<file path="src/rtl/bgc_pkg.sv">
// Shared types, gesture codes, register indexes and constants for the
// button gesture classifier. No dependencies.
package bgc_pkg;

    localparam int NUM_BUTTONS_DEF = 4;
    localparam int IDX_W           = 2;
    localparam int IDX_SPAN        = 1 << IDX_W;
    localparam int CFG_IDX_W       = 3;
    localparam int CFG_DATA_W      = 16;

    // fixed idle thresholds
    localparam logic [15:0] IDLE_T0 = 16'd10;
    localparam logic [15:0] IDLE_T1 = 16'd100;
    localparam logic [15:0] IDLE_T2 = 16'd200;

    localparam logic [15:0] PRESS_MAX = 16'hFFFF;
    localparam logic [7:0]  WIN_MAX   = 8'hFF;
    localparam logic [2:0]  CLICK_MAX = 3'd7;

    typedef enum logic [3:0] {
        G_RELEASE   = 4'd0,
        G_PRESS     = 4'd1,
        G_SINGLE    = 4'd2,
        G_DOUBLE    = 4'd3,
        G_TRIPLE    = 4'd4,
        G_LONG1     = 4'd5,
        G_LONG2     = 4'd6,
        G_HOLDON    = 4'd7,
        G_IDLE      = 4'd8,
        G_IDLE1     = 4'd9,
        G_IDLE2     = 4'd10,
        G_IDLE_LONG = 4'd11
    } t_gesture;

    typedef enum logic [CFG_IDX_W-1:0] {
        REG_PRESS_DEBOUNCE    = 3'd0,
        REG_RELEASE_DEBOUNCE  = 3'd1,
        REG_SINGLE_PRESS_MAX  = 3'd2,
        REG_LONG_PRESS_FIRST  = 3'd3,
        REG_LONG_PRESS_SECOND = 3'd4,
        REG_HOLD_ON_TIME      = 3'd5,
        REG_CLICK_WINDOW      = 3'd6,
        REG_IDLE_LONG_TIME    = 3'd7
    } t_reg_idx;

    typedef struct packed {
        logic [IDX_W-1:0] button_index;
        logic             pressed;
    } t_in;

    typedef struct packed {
        logic [IDX_W-1:0] button_id;
        t_gesture         gesture;
        logic [15:0]      press_time;
    } t_out;

    // queue entry between front and back
    typedef struct packed {
        logic [IDX_W-1:0] button_index;
        logic             pressed;
        logic             in_range;
    } t_item;

    typedef struct packed {
        logic [7:0]  press_debounce;
        logic [7:0]  release_debounce;
        logic [15:0] single_press_max;
        logic [15:0] long_press_first;
        logic [15:0] long_press_second;
        logic [15:0] hold_on_time;
        logic [7:0]  click_window;
        logic [15:0] idle_long_time;
    } t_cfg;

    typedef struct packed {
        t_gesture    gesture;
        logic [15:0] release_ticks;
        logic [15:0] press_ticks;
        logic [7:0]  window_ticks;
        logic [2:0]  click_count;
        logic        window_running;
    } t_bstate;

endpackage

</file>
<file path="src/rtl/bgc_fifo.sv">
// Two-entry queue of any packed type, push/full and pop/empty.
// Depends on bgc_pkg only through the type handed in.
module bgc_fifo #(
    parameter type t_data = logic
) (
    input  logic  i_clk,
    input  logic  i_rst_n,
    input  logic  i_push,
    input  t_data i_data,
    output logic  o_full,
    input  logic  i_pop,
    output t_data o_data,
    output logic  o_empty
);

    t_data      r_mem [2];
    logic       r_wr_ptr, n_wr_ptr;
    logic       r_rd_ptr, n_rd_ptr;
    logic [1:0] r_count, n_count;
    logic       push_ok, pop_ok;

    assign o_full  = (r_count == 2'd2);
    assign o_empty = (r_count == 2'd0);
    assign o_data  = r_mem[r_rd_ptr];
    assign push_ok = i_push && !o_full;
    assign pop_ok  = i_pop && !o_empty;

    always_comb begin
        n_wr_ptr = push_ok ? !r_wr_ptr : r_wr_ptr;
        n_rd_ptr = pop_ok ? !r_rd_ptr : r_rd_ptr;
        n_count  = r_count;
        if (push_ok && !pop_ok) begin
            n_count = r_count + 2'd1;
        end else if (pop_ok && !push_ok) begin
            n_count = r_count - 2'd1;
        end
    end

    always_ff @(posedge i_clk) begin
        if (!i_rst_n) begin
            r_wr_ptr <= 1'b0;
            r_rd_ptr <= 1'b0;
            r_count  <= 2'd0;
        end else begin
            r_wr_ptr <= n_wr_ptr;
            r_rd_ptr <= n_rd_ptr;
            r_count  <= n_count;
        end
    end

    always_ff @(posedge i_clk) begin
        if (push_ok) begin
            r_mem[r_wr_ptr] <= i_data;
        end
    end

endmodule

</file>
<file path="src/rtl/bgc_cfg_regs.sv">
// Configuration register file with a valid/ready write channel.
// Depends on bgc_pkg.
module bgc_cfg_regs
    import bgc_pkg::*;
(
    input  logic                  i_clk,
    input  logic                  i_rst_n,
    input  logic                  i_cfg_valid,
    output logic                  o_cfg_ready,
    input  logic [CFG_IDX_W-1:0]  i_cfg_index,
    input  logic [CFG_DATA_W-1:0] i_cfg_data,
    output t_cfg                  o_cfg
);

    t_cfg r_cfg, n_cfg;

    // always able to take a write
    assign o_cfg_ready = 1'b1;
    assign o_cfg       = r_cfg;

    always_comb begin
        n_cfg = r_cfg;
        if (i_cfg_valid) begin
            case (t_reg_idx'(i_cfg_index))
                REG_PRESS_DEBOUNCE:    n_cfg.press_debounce    = i_cfg_data[7:0];
                REG_RELEASE_DEBOUNCE:  n_cfg.release_debounce  = i_cfg_data[7:0];
                REG_SINGLE_PRESS_MAX:  n_cfg.single_press_max  = i_cfg_data;
                REG_LONG_PRESS_FIRST:  n_cfg.long_press_first  = i_cfg_data;
                REG_LONG_PRESS_SECOND: n_cfg.long_press_second = i_cfg_data;
                REG_HOLD_ON_TIME:      n_cfg.hold_on_time      = i_cfg_data;
                REG_CLICK_WINDOW:      n_cfg.click_window      = i_cfg_data[7:0];
                REG_IDLE_LONG_TIME:    n_cfg.idle_long_time    = i_cfg_data;
                default: n_cfg = r_cfg;
            endcase
        end
    end

    always_ff @(posedge i_clk) begin
        if (!i_rst_n) begin
            r_cfg.press_debounce    <= 8'd5;
            r_cfg.release_debounce  <= 8'd5;
            r_cfg.single_press_max  <= 16'd20;
            r_cfg.long_press_first  <= 16'd90;
            r_cfg.long_press_second <= 16'd250;
            r_cfg.hold_on_time      <= 16'd600;
            r_cfg.click_window      <= 8'd40;
            r_cfg.idle_long_time    <= 16'd400;
        end else begin
            r_cfg <= n_cfg;
        end
    end

endmodule

</file>
<file path="src/rtl/bgc_front.sv">
// Front end: accepts tick samples, flags out-of-range buttons and
// queues them for the back end. Depends on bgc_pkg and bgc_fifo.
module bgc_front
    import bgc_pkg::*;
#(
    parameter int NUM_BUTTONS = NUM_BUTTONS_DEF
) (
    input  logic  i_clk,
    input  logic  i_rst_n,
    input  logic  i_push,
    input  t_in   i_in,
    output logic  o_full,
    input  logic  i_pop,
    output t_item o_item,
    output logic  o_empty
);

    t_item item;

    always_comb begin
        item.button_index = i_in.button_index;
        item.pressed      = i_in.pressed;
        item.in_range     = (int'(i_in.button_index) < NUM_BUTTONS);
    end

    bgc_fifo #(
        .t_data (t_item)
    ) u_queue (
        .i_clk   (i_clk),
        .i_rst_n (i_rst_n),
        .i_push  (i_push),
        .i_data  (item),
        .o_full  (o_full),
        .i_pop   (i_pop),
        .o_data  (o_item),
        .o_empty (o_empty)
    );

endmodule

</file>
<file path="src/rtl/bgc_back.sv">
// Back end: per-button state table and gesture update, one sample a cycle
// while the result queue has room. Depends on bgc_pkg.
module bgc_back
    import bgc_pkg::*;
#(
    parameter int NUM_BUTTONS = NUM_BUTTONS_DEF
) (
    input  logic  i_clk,
    input  logic  i_rst_n,
    input  t_cfg  i_cfg,
    input  logic  i_valid,
    input  t_item i_item,
    input  logic  i_out_full,
    output logic  o_take,
    output t_out  o_result
);

    // only indexes the input field can carry need state
    localparam int DEPTH = (NUM_BUTTONS < IDX_SPAN) ? NUM_BUTTONS : IDX_SPAN;
    localparam int IW    = (DEPTH > 1) ? $clog2(DEPTH) : 1;

    t_bstate       r_state [DEPTH];
    t_bstate       cur, upd;
    t_gesture      g;
    logic [IW-1:0] sel;

    assign o_take = i_valid && !i_out_full;
    assign sel    = i_item.button_index[IW-1:0];
    assign cur    = r_state[sel];

    always_comb begin
        upd = cur;
        g   = cur.gesture;
        if (!i_item.pressed) begin
            if (cur.gesture >= G_PRESS && cur.gesture <= G_HOLDON) begin
                if (cur.release_ticks >= 16'(i_cfg.release_debounce)) g = G_RELEASE;
            end else begin
                case (cur.gesture)
                    G_RELEASE: if (cur.release_ticks >= IDLE_T0) g = G_IDLE;
                    G_IDLE:    if (cur.release_ticks >= IDLE_T1) g = G_IDLE1;
                    G_IDLE1:   if (cur.release_ticks >= IDLE_T2) g = G_IDLE2;
                    G_IDLE2: begin
                        if (cur.release_ticks >= i_cfg.idle_long_time) g = G_IDLE_LONG;
                    end
                    default: g = cur.gesture;
                endcase
            end
            if (cur.release_ticks < i_cfg.idle_long_time) begin
                upd.release_ticks = 16'(cur.release_ticks + 16'd1);
            end
            upd.press_ticks = 16'd0;
        end else begin
            if (cur.gesture == G_RELEASE) begin
                upd.release_ticks = 16'd0;
                if (cur.window_ticks >= i_cfg.press_debounce) begin
                    g = G_PRESS;
                    if (cur.click_count < CLICK_MAX) begin
                        upd.click_count = 3'(cur.click_count + 3'd1);
                    end
                end
                upd.window_running = 1'b1;
            end else if (cur.gesture >= G_IDLE && cur.gesture <= G_IDLE_LONG) begin
                g = G_RELEASE;
            end
            if (cur.press_ticks < PRESS_MAX) begin
                upd.press_ticks = 16'(cur.press_ticks + 16'd1);
            end
        end

        if (upd.window_running && upd.window_ticks < WIN_MAX) begin
            upd.window_ticks = 8'(upd.window_ticks + 8'd1);
        end
        // window end: classify the click burst and restart sampling
        if (upd.window_ticks >= i_cfg.click_window) begin
            if (upd.click_count == 3'd1 && upd.press_ticks <= i_cfg.single_press_max) begin
                g = G_SINGLE;
            end
            if (upd.click_count == 3'd2) g = G_DOUBLE;
            if (upd.click_count == 3'd3) g = G_TRIPLE;
            upd.click_count    = 3'd0;
            upd.window_ticks   = 8'd0;
            upd.window_running = 1'b0;
        end

        if (upd.press_ticks >= i_cfg.hold_on_time) begin
            g = G_HOLDON;
        end else if (upd.press_ticks >= i_cfg.long_press_second) begin
            g = G_LONG2;
        end else if (upd.press_ticks >= i_cfg.long_press_first) begin
            g = G_LONG1;
        end
        upd.gesture = g;

        o_result.button_id = i_item.button_index;
        if (i_item.in_range) begin
            o_result.gesture    = g;
            o_result.press_time = upd.press_ticks;
        end else begin
            o_result.gesture    = G_RELEASE;
            o_result.press_time = 16'd0;
        end
    end

    always_ff @(posedge i_clk) begin
        if (!i_rst_n) begin
            for (int i = 0; i < DEPTH; i++) begin
                r_state[i] <= '0;
            end
        end else if (o_take && i_item.in_range) begin
            r_state[sel] <= upd;
        end
    end

endmodule

</file>
<file path="src/rtl/button_gesture_classifier_core.sv">
// Button gesture classifier core: per-button click, long-press and idle detection.
// A pushed sample waits in the front queue, is updated and its result registered
// into the result queue (o_empty low); one sample per cycle while it has room.
// Full back-pressure from the result queue stalls the front queue, then o_full.
// Reset (i_rst_n low, synchronous): queues emptied, all buttons released with
// zero counters, configuration registers back to their default values.
module button_gesture_classifier_core
    import bgc_pkg::*;
#(
    parameter int NUM_BUTTONS = NUM_BUTTONS_DEF
) (
    input  logic                  i_clk,
    input  logic                  i_rst_n,
    // sample input queue side
    input  logic                  i_push,
    input  t_in                   i_in,
    output logic                  o_full,
    // result queue side
    output logic                  o_empty,
    input  logic                  i_pop,
    output t_out                  o_out,
    // configuration writes
    input  logic                  i_cfg_valid,
    output logic                  o_cfg_ready,
    input  logic [CFG_IDX_W-1:0]  i_cfg_index,
    input  logic [CFG_DATA_W-1:0] i_cfg_data
);

    t_cfg  cfg;
    t_item item;
    logic  item_empty;
    logic  item_take;
    logic  res_full;
    t_out  result;

    bgc_cfg_regs u_cfg (
        .i_clk       (i_clk),
        .i_rst_n     (i_rst_n),
        .i_cfg_valid (i_cfg_valid),
        .o_cfg_ready (o_cfg_ready),
        .i_cfg_index (i_cfg_index),
        .i_cfg_data  (i_cfg_data),
        .o_cfg       (cfg)
    );

    // front: accept and tag each sample transaction
    bgc_front #(
        .NUM_BUTTONS (NUM_BUTTONS)
    ) u_front (
        .i_clk   (i_clk),
        .i_rst_n (i_rst_n),
        .i_push  (i_push),
        .i_in    (i_in),
        .o_full  (o_full),
        .i_pop   (item_take),
        .o_item  (item),
        .o_empty (item_empty)
    );

    // back: state update, runs whenever a sample is queued and the result queue has room
    bgc_back #(
        .NUM_BUTTONS (NUM_BUTTONS)
    ) u_back (
        .i_clk      (i_clk),
        .i_rst_n    (i_rst_n),
        .i_cfg      (cfg),
        .i_valid    (!item_empty),
        .i_item     (item),
        .i_out_full (res_full),
        .o_take     (item_take),
        .o_result   (result)
    );

    // result queue decouples the consumer from the state update
    bgc_fifo #(
        .t_data (t_out)
    ) u_result_q (
        .i_clk   (i_clk),
        .i_rst_n (i_rst_n),
        .i_push  (item_take),
        .i_data  (result),
        .o_full  (res_full),
        .i_pop   (i_pop),
        .o_data  (o_out),
        .o_empty (o_empty)
    );

endmodule

</file>
<file path="config.mk">
export PLATFORM = sky130hd
export DESIGN_NAME = button_gesture_classifier_core
export DESIGN_NICKNAME = d
export VERILOG_FILES = /design/src/rtl/bgc_pkg.sv /design/src/rtl/bgc_fifo.sv /design/src/rtl/bgc_cfg_regs.sv /design/src/rtl/bgc_front.sv /design/src/rtl/bgc_back.sv /design/src/rtl/button_gesture_classifier_core.sv
export SDC_FILE = /design/constraint.sdc
export NUM_CORES = 1
export LEC_CHECK = 0
export ABC_AREA = 1
export BUFFER_PORTS_ARGS = -buffer_cell sky130_fd_sc_hd__buf_2
export CORE_MARGIN = 4
export CORE_UTILIZATION = 68
export CTS_CLUSTER_SIZE = 10
export DETAILED_ROUTE_END_ITERATION = 10
export PLACE_DENSITY_LB_ADDON = 0.05
export SETUP_SLACK_MARGIN = 0.3
export SLEW_MARGIN = 20
export SYNTH_ARGS = -nofsm -noshare
export SYNTH_HDL_FRONTEND = slang
export SYNTH_SLANG_ARGS = --single-unit
</file>
<file path="constraint.sdc">
create_clock -name i_clk -period 9.9 [get_ports i_clk]
set_input_delay 0.495 -clock i_clk [delete_from_list [all_inputs] [get_ports i_clk]]
set_output_delay 0.495 -clock i_clk [all_outputs]
set_load 0.005 [all_outputs]
</file>
==> metrics <==
CTS H-Tree Depth=2; FF/Latch Area=9549 µm²; first-pass GRT wire length=77300 µm; Syn Nets=2343; FMAX=0.1554 GHz; Slew @ Worst Pin=1087 ps; Slew Limit Fails=0; Root Buffer=clkbuf_16; gr ovfl total=0; RSZ-0062 raised after global routing=no; Inserted Clock Buffers=42; setup TNS=0 ps; Hold-fix buffers, CTS=0; final antenna diode count=0; layout cells sized above 1=10.98%; final WL=49080 µm; Core Rows=61; setup skew after layout=21.75 ps; crit path launch type=register; Worst R2R End=u_back.r_state[2][47]$_SDFFCE_PN0P_; max_cap viols=0; nets=2365; Post-synth EDFFs=242; maximum number of pins on one net before global-route repair=109; area growth from synthesis to layout=7.744%; critical path capture point type=register; CP Class=reg2reg; Min-Delay Path Class=in2reg; commonest non-fill, non-tap cell in the layout=nand2_1; VDD IR max=0.0001832 V; 1st-iter DRT viols=1615; clk sinks=356; dpl cells=2562; most frequent cells in the layout=371 x nand2_1, 283 x inv_1, 274 x nor2_1; Crit. path cell count=26; IO Count=52; Main synth FF type=edfxtp_1; gp weighted congestion=0.9242; starting density of the core=69.12%; status=finished clean; setup bufs post-CTS=0; Hold Vio Cnt, Final=0; WL/cell=18.68 µm; fin crit period=6433 ps; vias per cell=5.889; final setup fails=0; CTS tree=built; power density cells=319.6 nW/µm²; setup slack, reg-to-reg=3470 ps; cell mode on critical path=nand2_1; fin cells=2627; #FFs+latches synth=356; initial antenna violation count=0; Vias=15470; Filler cells=2116; async set-reset flop share out of synthesis=0%; CP max-delay cell=dfxtp_1; Ys Warns=0; post-synthesis cell area=19310 µm²; Buf+Inv Stages, Crit Path=3; clk slew on worst S/H paths=60 ps; CP top delay family=simple AND/OR/NAND/NOR gates; die area=31150 µm²; drt drc=0; Leak Pwr=8.731 nW; max incr delay on CP=700 ps; Post-Syn Area per Cell=8.752 µm²; Die Ht=176.5 µm; Worst Path Max Fanout=108; HPWL after DPL=31840 µm; number of port buffers=50; Core ar.=27930 µm²; final worst path period share=64.98%; area of the multi-input gates=8074 µm²; WP data required=10280 ps; Final ANT Viol Nets=0; sequential element share of the synthesized area=49.46%; CP arrival=6810 ps; crit path to=u_back.r_state[2][47]$_SDFFCE_PN0P_; worst r2r path cells=26; CTS Buffer Depth=3; vias in the first global route=14810; Worst slew margin=27.47%; Post-Syn Instances=2206; die span in x=176.5 µm; clk_lat worst skew=540 ps; post-CTS sizing=0; Total GRT Usage=31.27%; post-synth cell types=62; drt first pass iters=6
==> routing by layer <==
| metal | wire length, µm | vias up | track usage [%] |
|---|---|---|---|
| met3 | 4730 | 116 | 5.996 |
| met2 | 22640 | 695 | 51.13 |
| met1 | 20190 | 7262 | 42.52 |
| met4 | 1527 | 0 | 10.15 |
| met5 | 0 | - | 0 |
| li1 | - | 7397 | - |
==> synthesized netlist by cell type (8+ instances only) <==
cell        n  area share (%)
edfxtp_1  242              38
nand2_1   377             7.3
buf_6      21             1.2
buf_4      16            0.62
inv_1     283             5.5
o21ai_1    11            0.29
clkbuf_1   43            0.84
nor3_1     21            0.54
dfxtp_1   114              12
mux2_2     22             1.3
o211ai_1   36             1.4
nor2_1    276             5.4
o21ai_0   132             3.4
or2_2       9            0.29
ha_1      110             7.1
nor2_2      8            0.26
inv_2      15            0.29
nand4_1    13            0.42
a21oi_1   165             4.3
nand2_2    30            0.97
xor2_1     10            0.45
nand3_1   160             4.1
==> worst register-to-register path: cells and delay by family, from the launching register on <==
family                     cells  cell delay, ps
adders and majority gates      2             620
DFF                            1             700
AOI/OAI and AO/OA              6             930
buffers and inverters          3             370
and+or+nand+nor               15            3650
==> metrics by stage <==
step | worst slack [ps] | total power, mW | utilization, % | cell area [µm²] | hold WS (ps)
detailed placement | 3636 | 5.224 | 70.25 | 19620 | 452.7
floorplan | 5005 | 4.387 | - | 19310 | 435.3
global route | 2979 | 7.076 | 74.47 | 20800 | 146.1
global placement | 3906 | 5.092 | 70.25 | 19620 | 448.4
finish | 3467 | 6.648 | 74.47 | 20800 | 158.1
CTS | 3570 | 6.599 | 74.47 | 20800 | 142.6
==> how the worst min path moves through the flow <==
| stage | slack, ps | endpoint | cells past startpoint | startpoint |
|---|---|---|---|---|
| after floorplan | 440 | u_cfg.o_cfg[100]$_SDFFE_PN0P_ | 2 | u_cfg.o_cfg[100]$_SDFFE_PN0P_ |
| after global placement | 450 | u_cfg.o_cfg[52]$_SDFFE_PN0P_ | 2 | u_cfg.o_cfg[52]$_SDFFE_PN0P_ |
| after detailed placement | 450 | u_cfg.o_cfg[52]$_SDFFE_PN0P_ | 2 | u_cfg.o_cfg[52]$_SDFFE_PN0P_ |
| after CTS | 140 | u_front.u_queue.r_mem[0][0]$_DFFE_PP_ | 1 | i_in[0] |
| after global routing | 150 | u_front.u_queue.r_mem[0][0]$_DFFE_PP_ | 1 | i_in[0] |
| final | 160 | u_front.u_queue.r_mem[0][0]$_DFFE_PP_ | 1 | i_in[0] |
==> registers in the layout, summed over array words and instances (netlist names), named ones only <==
signal	count
u_cfg.o_cfg	104
u_front.u_queue.r_rd_ptr	1
u_front.u_queue.r_wr_ptr	1
u_back.r_state	192
u_result_q.r_mem	44
u_front.u_queue.r_mem	6
u_result_q.r_wr_ptr	1
u_result_q.r_rd_ptr	1
u_front.u_queue.r_count	2
u_result_q.r_count	2
==> cell families after synthesis <==
kind of cell	after synthesis	share of synthesized area (%)
buffers and inverters	392	8.885
flip-flops	356	49.46
AND/OR/NAND/NOR	926	20.98
adder cells (fa/ha/maj)	110	7.129
AO/OA/AOI/OAI	385	11.57
XOR/XNOR	14	0.6740
multiplexers	22	1.283
other	1	0.01942
==> where the power goes <==
| group | internal, mW | leakage [nW] | switching (mW) | total [mW] |
|---|---|---|---|---|
| Combinational | 0.945 | 4.77 | 2.25 | 3.20 |
| Sequential | 1.98 | 3.39 | 0.103 | 2.08 |
| Clock | 0.800 | 0.569 | 0.567 | 1.37 |
==> final cells by class <==
class / instances / share of cell area, %
inverters: 301 / 5.455
repair buffers: 69 / 1.889
well taps: 378 / 2.274
multi-input cells: 1458 / 38.81
flip-flops and latches: 356 / 45.90
clock buffers: 63 / 5.582
clock inverters: 2 / 0.08421
No activity file was read; power rests on OpenSTA's default activity.
